## config.mk

```make
export PLATFORM = sky130hd
export DESIGN_NAME = rational_arith_unit
export DESIGN_NICKNAME = d
export VERILOG_FILES = /design/src/rau_pkg.sv /design/src/rau_datapath.sv /design/src/rau_ctrl.sv /design/src/rational_arith_unit.sv
export SDC_FILE = /design/constraint.sdc
export NUM_CORES = 2
export LEC_CHECK = 0
export ABC_AREA = 1
export BUFFER_PORTS_ARGS = -buffer_cell sky130_fd_sc_hd__buf_2
export CAP_MARGIN = 20
export CORE_AREA = 5 5 422 424
export CTS_CLUSTER_DIAMETER = 50
export CTS_CLUSTER_SIZE = 20
export DETAILED_ROUTE_END_ITERATION = 8
export DIE_AREA = 0 0 427 429
export PLACE_DENSITY = 0.69
export SYNTH_ARGS = -nofsm -noshare
export SYNTH_HDL_FRONTEND = slang
export SYNTH_SLANG_ARGS = --single-unit
```

## constraint.sdc

```tcl
create_clock -name clk -period 9.95 [get_ports clk]
set_input_delay 1.4925 -clock clk [delete_from_list [all_inputs] [get_ports clk]]
set_output_delay 1.4925 -clock clk [all_outputs]
set_load 0.05 [all_outputs]
```

## src/rau_pkg.sv

```systemverilog
// ----------------------------------------------------------------------------
// rau_pkg
// shared constants and command/status types for the rational unit
// ----------------------------------------------------------------------------
package rau_pkg;
  localparam int MAG_W = 64;

  localparam logic [1:0] MODE_ADD = 2'd0;
  localparam logic [1:0] MODE_SUB = 2'd1;
  localparam logic [1:0] MODE_MUL = 2'd2;
  localparam logic [1:0] MODE_DIV = 2'd3;

  typedef struct packed {
    logic load;      // capture operands
    logic mul;       // run multiply step
    logic form;      // form unreduced numerator and denominator
    logic gcd_init;  // start euclid
    logic div_init;  // start a divide
    logic div_step;  // one restoring divide bit
    logic gcd_next;  // u <= v, v <= remainder
    logic red_num;   // start dividing numerator by gcd
    logic red_den;   // start dividing denominator by gcd
    logic save_num;  // store reduced numerator
    logic finish;    // build result
  } rau_cmd_t;

  typedef struct packed {
    logic special;   // undefined or zero numerator, result ready after form
    logic v_zero;    // euclid done
    logic div_done;  // divide finished
  } rau_sts_t;
endpackage

```

## src/rau_datapath.sv

```systemverilog
// ----------------------------------------------------------------------------
// rau_datapath
// operand registers, shared 32x32 multiplier, bit-serial divider and result
// ----------------------------------------------------------------------------
module rau_datapath import rau_pkg::*; #(
  parameter int WIDTH = 32
) (
  input  logic               clk,
  input  logic [1:0]         mode,
  input  logic signed [31:0] a_num,
  input  logic signed [31:0] a_den,
  input  logic               a_undef,
  input  logic signed [31:0] b_num,
  input  logic signed [31:0] b_den,
  input  logic               b_undef,
  input  rau_cmd_t           cmd,
  output rau_sts_t           sts,
  output logic signed [31:0] res_num,
  output logic [30:0]        res_den,
  output logic               res_undef,
  output logic               overflow
);
  logic [1:0]  md;
  logic        undef;
  logic [31:0] anm, adm, bnm, bdm;
  logic        an, ad, bn, bd;
  logic [1:0]  mcnt;
  logic [MAG_W-1:0] p0, p1, p2;
  logic [MAG_W-1:0] nm, dm;
  logic        nneg, dneg;
  logic [MAG_W-1:0] u, v;
  logic [MAG_W-1:0] dq, dr, dd;
  logic [6:0]  dcnt;
  logic [MAG_W-1:0] rnum;

  logic [31:0] ma, mb;
  logic [MAG_W-1:0] prod;
  logic [MAG_W:0]   trial;
  logic [MAG_W-1:0] rsh;
  logic        s1, s2;
  logic [MAG_W-1:0] sum;
  logic        sneg;
  logic [MAG_W:0] lim;
  logic        neg, ovf;

  function automatic logic [31:0] mag(input logic [31:0] x);
    mag = x[31] ? (32'd0 - x) : x;
  endfunction

  always_comb begin
    case (mcnt)
      2'd0: begin ma = anm; mb = (md == MODE_MUL) ? bnm : bdm; end
      2'd1: begin ma = bnm; mb = adm; end
      default: begin ma = adm; mb = (md == MODE_DIV) ? bnm : bdm; end
    endcase
  end
  assign prod = {32'd0, ma} * {32'd0, mb};

  always_comb begin
    s1 = (md == MODE_MUL) ? (an ^ bn) : (an ^ bd);
    s2 = (bn ^ ad) ^ (md == MODE_SUB);
    if (s1 == s2) begin
      sum = p0 + p1; sneg = s1;
    end else if (p0 >= p1) begin
      sum = p0 - p1; sneg = s1;
    end else begin
      sum = p1 - p0; sneg = s2;
    end
  end

  assign rsh   = {dr[MAG_W-2:0], dq[MAG_W-1]};
  assign trial = {1'b0, rsh} - {1'b0, dd};

  always_ff @(posedge clk) begin
    if (cmd.load) begin
      md    <= mode;
      undef <= a_undef | b_undef;
      anm <= mag(a_num); an <= a_num[31];
      adm <= mag(a_den); ad <= a_den[31];
      bnm <= mag(b_num); bn <= b_num[31];
      bdm <= mag(b_den); bd <= b_den[31];
      mcnt <= 2'd0;
    end
    if (cmd.mul) begin
      case (mcnt)
        2'd0:    p0 <= prod;
        2'd1:    p1 <= prod;
        default: p2 <= prod;
      endcase
      mcnt <= mcnt + 2'd1;
    end
    if (cmd.form) begin
      if (md == MODE_ADD || md == MODE_SUB) begin
        nm <= sum; nneg <= sneg;
      end else begin
        nm <= p0; nneg <= s1;
      end
      dm   <= p2;
      dneg <= (md == MODE_DIV) ? (ad ^ bn) : (ad ^ bd);
    end
    if (cmd.gcd_init) begin
      u <= nm; v <= dm;
    end
    if (cmd.div_init) begin
      dq <= u; dr <= '0; dd <= v; dcnt <= 7'd0;
    end
    if (cmd.red_num) begin
      dq <= nm; dr <= '0; dd <= u; dcnt <= 7'd0;
    end
    if (cmd.red_den) begin
      dq <= dm; dr <= '0; dd <= u; dcnt <= 7'd0;
    end
    if (cmd.div_step) begin
      if (!trial[MAG_W]) begin
        dr <= trial[MAG_W-1:0];
        dq <= {dq[MAG_W-2:0], 1'b1};
      end else begin
        dr <= rsh;
        dq <= {dq[MAG_W-2:0], 1'b0};
      end
      dcnt <= dcnt + 7'd1;
    end
    if (cmd.gcd_next) begin
      u <= v; v <= dr;
    end
    if (cmd.save_num) rnum <= dq;
    if (cmd.finish) begin
      if (undef || dm == '0) begin
        res_num <= '0; res_den <= '0; res_undef <= 1'b1; overflow <= 1'b0;
      end else if (nm == '0) begin
        res_num <= '0; res_den <= 31'd1; res_undef <= 1'b0; overflow <= 1'b0;
      end else begin
        res_num   <= neg ? (32'd0 - rnum[31:0]) : rnum[31:0];
        res_den   <= dq[30:0];
        res_undef <= 1'b0;
        overflow  <= ovf;
      end
    end
  end

  assign neg = nneg ^ dneg;
  assign lim = {{MAG_W{1'b0}}, 1'b1} << (WIDTH - 1);
  assign ovf = (neg ? ({1'b0, rnum} > lim) : ({1'b0, rnum} >= lim)) || ({1'b0, dq} >= lim);

  assign sts.special  = undef || dm == '0 || nm == '0;
  assign sts.v_zero   = (v == '0);
  assign sts.div_done = (dcnt == 7'(MAG_W));
endmodule

```

## src/rau_ctrl.sv

```systemverilog
// ----------------------------------------------------------------------------
// rau_ctrl
// sequencer: multiply, euclid, reduce, deliver
// ----------------------------------------------------------------------------
module rau_ctrl import rau_pkg::*; (
  input  logic     clk,
  input  logic     rst,
  input  logic     in_valid,
  output logic     in_stall,
  output logic     out_valid,
  input  logic     out_stall,
  input  rau_sts_t sts,
  output rau_cmd_t cmd
);
  localparam logic [3:0] S_IDLE = 4'd0, S_M0 = 4'd1, S_M1 = 4'd2, S_M2 = 4'd3,
    S_FORM = 4'd4, S_CHK = 4'd5, S_GTEST = 4'd6, S_GDIV = 4'd7,
    S_RN = 4'd8, S_RD = 4'd9, S_FIN = 4'd10;

  logic [3:0] state, state_next;
  logic       busy;

  assign busy     = state != S_IDLE;
  assign in_stall = busy || (out_valid && out_stall);

  always_comb begin
    cmd = '0;
    state_next = state;
    case (state)
      S_IDLE: if (in_valid && !in_stall) begin
        cmd.load = 1'b1; state_next = S_M0;
      end
      S_M0: begin cmd.mul = 1'b1; state_next = S_M1; end
      S_M1: begin cmd.mul = 1'b1; state_next = S_M2; end
      S_M2: begin cmd.mul = 1'b1; state_next = S_FORM; end
      S_FORM: begin cmd.form = 1'b1; state_next = S_CHK; end
      S_CHK: begin
        if (sts.special) state_next = S_FIN;
        else begin cmd.gcd_init = 1'b1; state_next = S_GTEST; end
      end
      S_GTEST: begin
        if (sts.v_zero) begin cmd.red_num = 1'b1; state_next = S_RN; end
        else begin cmd.div_init = 1'b1; state_next = S_GDIV; end
      end
      S_GDIV: begin
        if (sts.div_done) begin cmd.gcd_next = 1'b1; state_next = S_GTEST; end
        else cmd.div_step = 1'b1;
      end
      S_RN: begin
        if (sts.div_done) begin
          cmd.save_num = 1'b1; cmd.red_den = 1'b1; state_next = S_RD;
        end else cmd.div_step = 1'b1;
      end
      S_RD: begin
        if (sts.div_done) state_next = S_FIN;
        else cmd.div_step = 1'b1;
      end
      S_FIN: if (!(out_valid && out_stall)) begin
        cmd.finish = 1'b1; state_next = S_IDLE;
      end
      default: state_next = S_IDLE;
    endcase
  end

  always_ff @(posedge clk) begin
    if (rst) begin
      state <= S_IDLE; out_valid <= 1'b0;
    end else begin
      state <= state_next;
      if (cmd.finish) out_valid <= 1'b1;
      else if (!out_stall) out_valid <= 1'b0;
    end
  end
endmodule

```

## src/rational_arith_unit.sv

```systemverilog
// ----------------------------------------------------------------------------
// rational_arith_unit
// exact rational add/sub/mul/div with euclidean gcd reduction
// ----------------------------------------------------------------------------
// undefined or zero results skip euclid and reduction; otherwise one serial
//   divide per euclid remainder, then the two reducing divides
// throughput: one request at a time, in_stall held while the sequencer is busy
// reset: synchronous rst clears the sequencer and the output valid
module rational_arith_unit import rau_pkg::*; #(
  parameter int WIDTH = 32
) (
  input  logic               clk,
  input  logic               rst,
  input  logic               in_valid,
  output logic               in_stall,
  input  logic [1:0]         mode,
  input  logic signed [31:0] a_num,
  input  logic signed [31:0] a_den,
  input  logic               a_undef,
  input  logic signed [31:0] b_num,
  input  logic signed [31:0] b_den,
  input  logic               b_undef,
  output logic               out_valid,
  input  logic               out_stall,
  output logic signed [31:0] res_num,
  output logic [30:0]        res_den,
  output logic               res_undef,
  output logic               overflow
);
  // command and status between sequencer and datapath
  rau_cmd_t cmd;
  rau_sts_t sts;

  rau_ctrl u_ctrl (
    .clk, .rst, .in_valid, .in_stall, .out_valid, .out_stall, .sts, .cmd
  );

  // output register holds the result while the request waits downstream
  rau_datapath #(.WIDTH(WIDTH)) u_dp (
    .clk, .mode, .a_num, .a_den, .a_undef, .b_num, .b_den, .b_undef,
    .cmd, .sts, .res_num, .res_den, .res_undef, .overflow
  );
endmodule

```

Word-level counts from Yosys, hierarchy flattened. Index checks and enable logic that the tools add are counted.

Register bits after elaboration: 920. Bits of input ports: 136. Word-level logic and storage cells: 180.

$add $sub $neg: 11. Multipliers: 1. $lt $le $gt $ge: 4. Eq/ne operators: 22. Multiplexer cells: 71. Bitwise logic cells: 8. Reductions and logical operators: 27.

Operators with widths (number): two-way mux 64 bit (19); logical NOT 64 bit (3); subtractor 1 x 32 -> 32 bit (first input constant) (5); greater-or-equal comparator 64 x 32 -> 1 bit (second input constant) (2); one-hot mux 32 bit (2 select lines) (2); subtractor 64 bit (2); two-way mux 31 bit (4); two-way mux 32 bit (3); subtractor 64 x 64 -> 65 bit (1); adder 64 bit (1); greater-or-equal comparator 64 bit (1); > comparator 64 x 32 -> 1 bit (second input constant) (1); multiplier 32 x 32 -> 64 bit (1); one-hot mux 4 bit (11 select lines) (1); two-way mux 4 bit (7); two-way mux 7 bit (4); two-way mux 1 bit (27); == test 4 x 3 -> 1 bit (second input constant) (4); == test 4 bit (second input constant) (3); == test 4 x 2 -> 1 bit (second input constant) (2); two-way mux 2 bit (4); != test 2 bit (second input constant) (4); nonzero test 4 bit (2); adder 7 x 1 -> 7 bit (second input constant) (1); 21 further kinds (40).

Longest topological paths before layout.
Depth after elaboration: 8. Depth in mapped cells: 36.

Hierarchy. Synthesis repeated with hierarchy kept, for this count alone.

Cells, all modules: 12217. Area total of the unflattened synthesis: 95634.2 um2.

Modules (own cells, without submodules): rau_datapath (times used 1, cells an instance 12140, area each 95197.6 um2); rau_ctrl (times used 1, cells an instance 77, area each 436.7 um2).

Worst setup path before layout. No wires, ideal clock.

Kind: input to register. From: in out_stall. To: reg u_ctrl.state[0]. Arrival: 8377 ps. Data required time: 9828 ps. Slack: 1452 ps. Cell stages on the path: 8. Buffers on the path: 0. Cells stage by stage: nand2_1 nand2_1 nor2_1 nor3_1 nor3_1 inv_1 nand2_1 a21oi_1.

Longest elaborated chain between the ends: 6. Elaborated cells between the ends (all ways): 7. Classes of those cells: eq/ne (2); reduce/logical (5).

RTL lines: start: declaration (RTL line rational_arith_unit.sv:24) `input logic out_stall,`; logical AND 1 bit (RTL line rau_ctrl.sv:23) `assign in_stall = busy || (out_valid && out_stall);`; logical OR 1 bit (RTL line rau_ctrl.sv:23); via in_stall (RTL line rational_arith_unit.sv:15) `output logic in_stall,`; logical NOT 1 bit (RTL line rau_ctrl.sv:29) `S_IDLE: if (in_valid && !in_stall) begin`; logical AND 1 bit (RTL line rau_ctrl.sv:29); != test 2 x 1 -> 1 bit (no source line); AND reduction 5 bit (no source line); end signal: assignment (RTL line rau_ctrl.sv:68) `state <= state_next;`; end: declaration (RTL line rau_ctrl.sv:19) `logic [3:0] state, state_next;`.

The timed path passes the listed nets, and every way through them passes these cells. A chain may end at the register's enable or synchronous reset.

Worst setup path after layout.
From: reg u_dp.md[1]. To: reg u_dp.p2[36], data pin.

Longest elaborated chain between the ends: 4. Elaborated cells between the ends (all ways): 6. Classes of those cells: mul (1); eq/ne (2); mux (3).

RTL lines: start: declaration (RTL line rau_datapath.sv:23) `logic [1:0] md;`; start signal: assignment (RTL line rau_datapath.sv:76) `md <= mode;`; == test 2 bit (on tied branches) (RTL line rau_datapath.sv:54, rau_datapath.sv:52); two-way mux 32 bit (on tied branches) (RTL line rau_datapath.sv:54, rau_datapath.sv:52); one-hot mux 32 bit (2 select lines) (*) (RTL line rau_datapath.sv:51) `case (mcnt)`; multiplier 32 x 32 -> 64 bit (*) (RTL line rau_datapath.sv:57) `assign prod = {32'd0, ma} * {32'd0, mb};`; via u_dp.prod[36] (RTL line rau_datapath.sv:37) `logic [MAG_W-1:0] prod;`; end signal: assignment (RTL line rau_datapath.sv:88) `default: p2 <= prod;`; end: declaration (RTL line rau_datapath.sv:28) `logic [MAG_W-1:0] p0, p1, p2;`.

The timed path passes the listed nets; every way through them passes the cells marked *.

==> impl_metrics.toml <==
[timing]
rsz0062_at_grt = "no"
slew_headroom = 0.1676
finalSetupViolCount = 0
period_needed_ns = 9.897
drv_slew = 0
worst_slack_ns = 0.05301
hold_viol_final = 0
worst-slew-pin-transition_ns = 1.249
clock_skew_ns = 0.1090
fmax_mhz = 101.0
min_period_over_period = 0.9947
hold-worst-slack_ns = 0.4107

[clock_tree]
cts_tree = "built"
htree_levels = 3
postCtsSetupRepairBufs = 0
cts_buffers = 103
clk_pin_slew_ns = 0.07
clk_latency_ns = 0.82
cts_sinks = 920
cts_resized = 0
clock-root-buffer = "clkbuf_16"
clock_path_buffers = 3
ctsHoldBuffers = 0

[yosys]
ys_top_cells_by_area = "edfxtp_1 (29%), fa_1 (19%), nand2_1 (11%)"
synth_cells = 12065
synth_cell_types = 64
ys_ff_latch = 920
syn_area_sq_mm = 0.09488
netlist_top_cells_count = "nand2_1 (2892), inv_1 (2341), nor2_1 (1513), edfxtp_1 (915), fa_1 (900)"
yosysSeqAreaShare = 0.2906
synthesis.nets = 13628
synth-async-reset-ratio = 0
synth_most_common_cell = "nand2_1"
synth_top_area_frac = 0.2896
yosysWarningCount = 0
avgSynthCellArea_sq_um = 7.864
synthFlopType = "edfxtp_1"
synth_top_cell_by_area = "edfxtp_1"
synth-edff-count = 915

[drt]
wl_met3_microns = 38950
wl_met2_microns = 175600
ant_nets = 0
top_layer_used = "met5"
vias = 86074
drc_errors = 0
drtIter0Drc = 10355
dr.pass1.iters = 9
wl_met1_microns = 130100
wl_per_cell_microns = 26.45
viasPerCell = 5.898
wl_microns = 386100

[grt]
grt.total_usage = 0.4165
first_global_vias = 86940
grt_antenna_before_repair = 20
grt_pass1_wl_microns = 558700
grt_max_degree = 95
grt_overflow = 0

[critical_path]
crit_slowest_cell = "fa_1"
cp_max_fo = 33
critPathLaunchType = "flop"
crit_type = "reg2reg"
cp.required_ns = 10.38
max_stage_delay_ns = 0.60
cp.arrival_ns = 10.33
end_kind = "flop"
cp_common_cell = "fa_1"

[job]
drv_cap = 0

[floorplan]
core-area_sq_mm = 0.1734
die_h_microns = 429
boundaryPins = 203
fp.dieArea_sq_mm = 0.1832
start_util = 0.5471
die_w_microns = 427
rows = 153

[placement]
pre_cts_ws_ns = 0.07101
portBuffers = 202
dp_hpwl_microns = 312100
gp_congestion = 1.135

[final_layout]
fin_nets = 13737
final_layout_size_suffix_gt1_frac = 0.06523
syn_to_final_growth_pct = 8.206

[status]
status = "finished, final reports clean"

[worst_hold_path]
hold_path_class = "reg2reg"
[per-stage QoR]
| stage | utilization | TNS [ns] | area (sq um) | cells |
|---|---|---|---|---|
| after global placement | 0.5699 | -12.26 | 98840 | 14390 |
| after CTS | 0.5914 | 0 | 102600 | 14587 |
| after detailed placement | 0.5700 | 0 | 98860 | 14392 |
| final | 0.5920 | 0 | 102700 | 14593 |
| after floorplan | - | 0 | 94880 | 12065 |
| after global routing | 0.5919 | 0 | 102700 | 14590 |
[cells in the final DEF, fill, tap and decap left out, types with 42 or more instances in the layout]
cell type,count
ha_1,526
edfxtp_1,915
xnor2_1,101
nand2_1,2886
fa_1,900
a31oi_1,51
a21oi_1,484
clkbuf_16,103
inv_1,2340
nand3_1,383
o21ai_0,555
mux2_2,58
nand4_1,103
nor4_1,59
buf_2,203
xor2_1,222
nor3_1,114
buf_4,184
nor2_1,1507
o21bai_1,42
o21ai_1,57
[layout make-up]
type / instances / area (sq um)
fillers: 15575 / 70770
multi-input cells: 8372 / 57010
flip-flops and latches: 920 / 27580
inverters: 2383 / 8955
well taps: 2325 / 2909
clock buffers: 105 / 2585
repair buffers: 394 / 2502
clock inverters: 90 / 1124
diodes: 4 / 10.01
[state kept, by name (all words and copies together) (netlist names), 2 cells and up]
name	count
u_ctrl.state	4
u_dp.adm	32
u_dp.anm	32
u_dp.bdm	32
u_dp.bnm	32
u_dp.dcnt	7
u_dp.dd	64
u_dp.dm	64
u_dp.dq	64
u_dp.dr	64
u_dp.mcnt	2
u_dp.md	2
u_dp.nm	64
u_dp.p0	64
u_dp.p1	64
u_dp.p2	64
u_dp.res_den	31
u_dp.res_num	32
u_dp.rnum	64
u_dp.u	64
u_dp.v	64
[cells by family after synthesis]
family	Yosys count	share of synthesized area
multiplexers	58	0.006883
buffers and inverters	2773	0.1127
XOR/XNOR	326	0.03025
adder cells (fa/ha/maj)	1427	0.2594
AO/OA/AOI/OAI	1423	0.08346
AND/OR/NAND/NOR	5138	0.2167
flip-flops	920	0.2906
[layer usage]
layer	GRT usage	vias to the layer above
li1	-	37859
met1	0.4732	40907
met2	0.6744	5666
met3	0.09027	1636
met5	0	-
met4	0.3407	6
[worst max-delay path: cells and delay by family (launching register included)]
family	cells	cell delay [ns]
xor gates and xnor gates	1	0.47
and+or+nand+nor	6	1.18
buffers and inverters	6	1.03
adders and majority gates	9	4.50
AOI/OAI and AO/OA	6	1.81
DFF	1	0.45
[path summary, 6_finish.rpt]
| check | from | end | slack (ns) | depth (start not counted) |
|---|---|---|---|---|
| min reg2reg | u_dp.p2[25]$_DFFE_PP_ | u_dp.dm[25]$_DFFE_PP_ | 0.41 | 0 |
| max reg2reg | u_dp.md[1]$_DFFE_PP_ | u_dp.p2[36]$_DFFE_PP_ | 0.05 | 28 |
| max | u_dp.md[1]$_DFFE_PP_ | u_dp.p2[36]$_DFFE_PP_ | 0.05 | 28 |
| min | u_dp.p2[25]$_DFFE_PP_ | u_dp.dm[25]$_DFFE_PP_ | 0.41 | 0 |
Power is left out: the tool's default activity adds up to more than one toggle a clock period on the data nets, which glitch-free logic cannot reach.
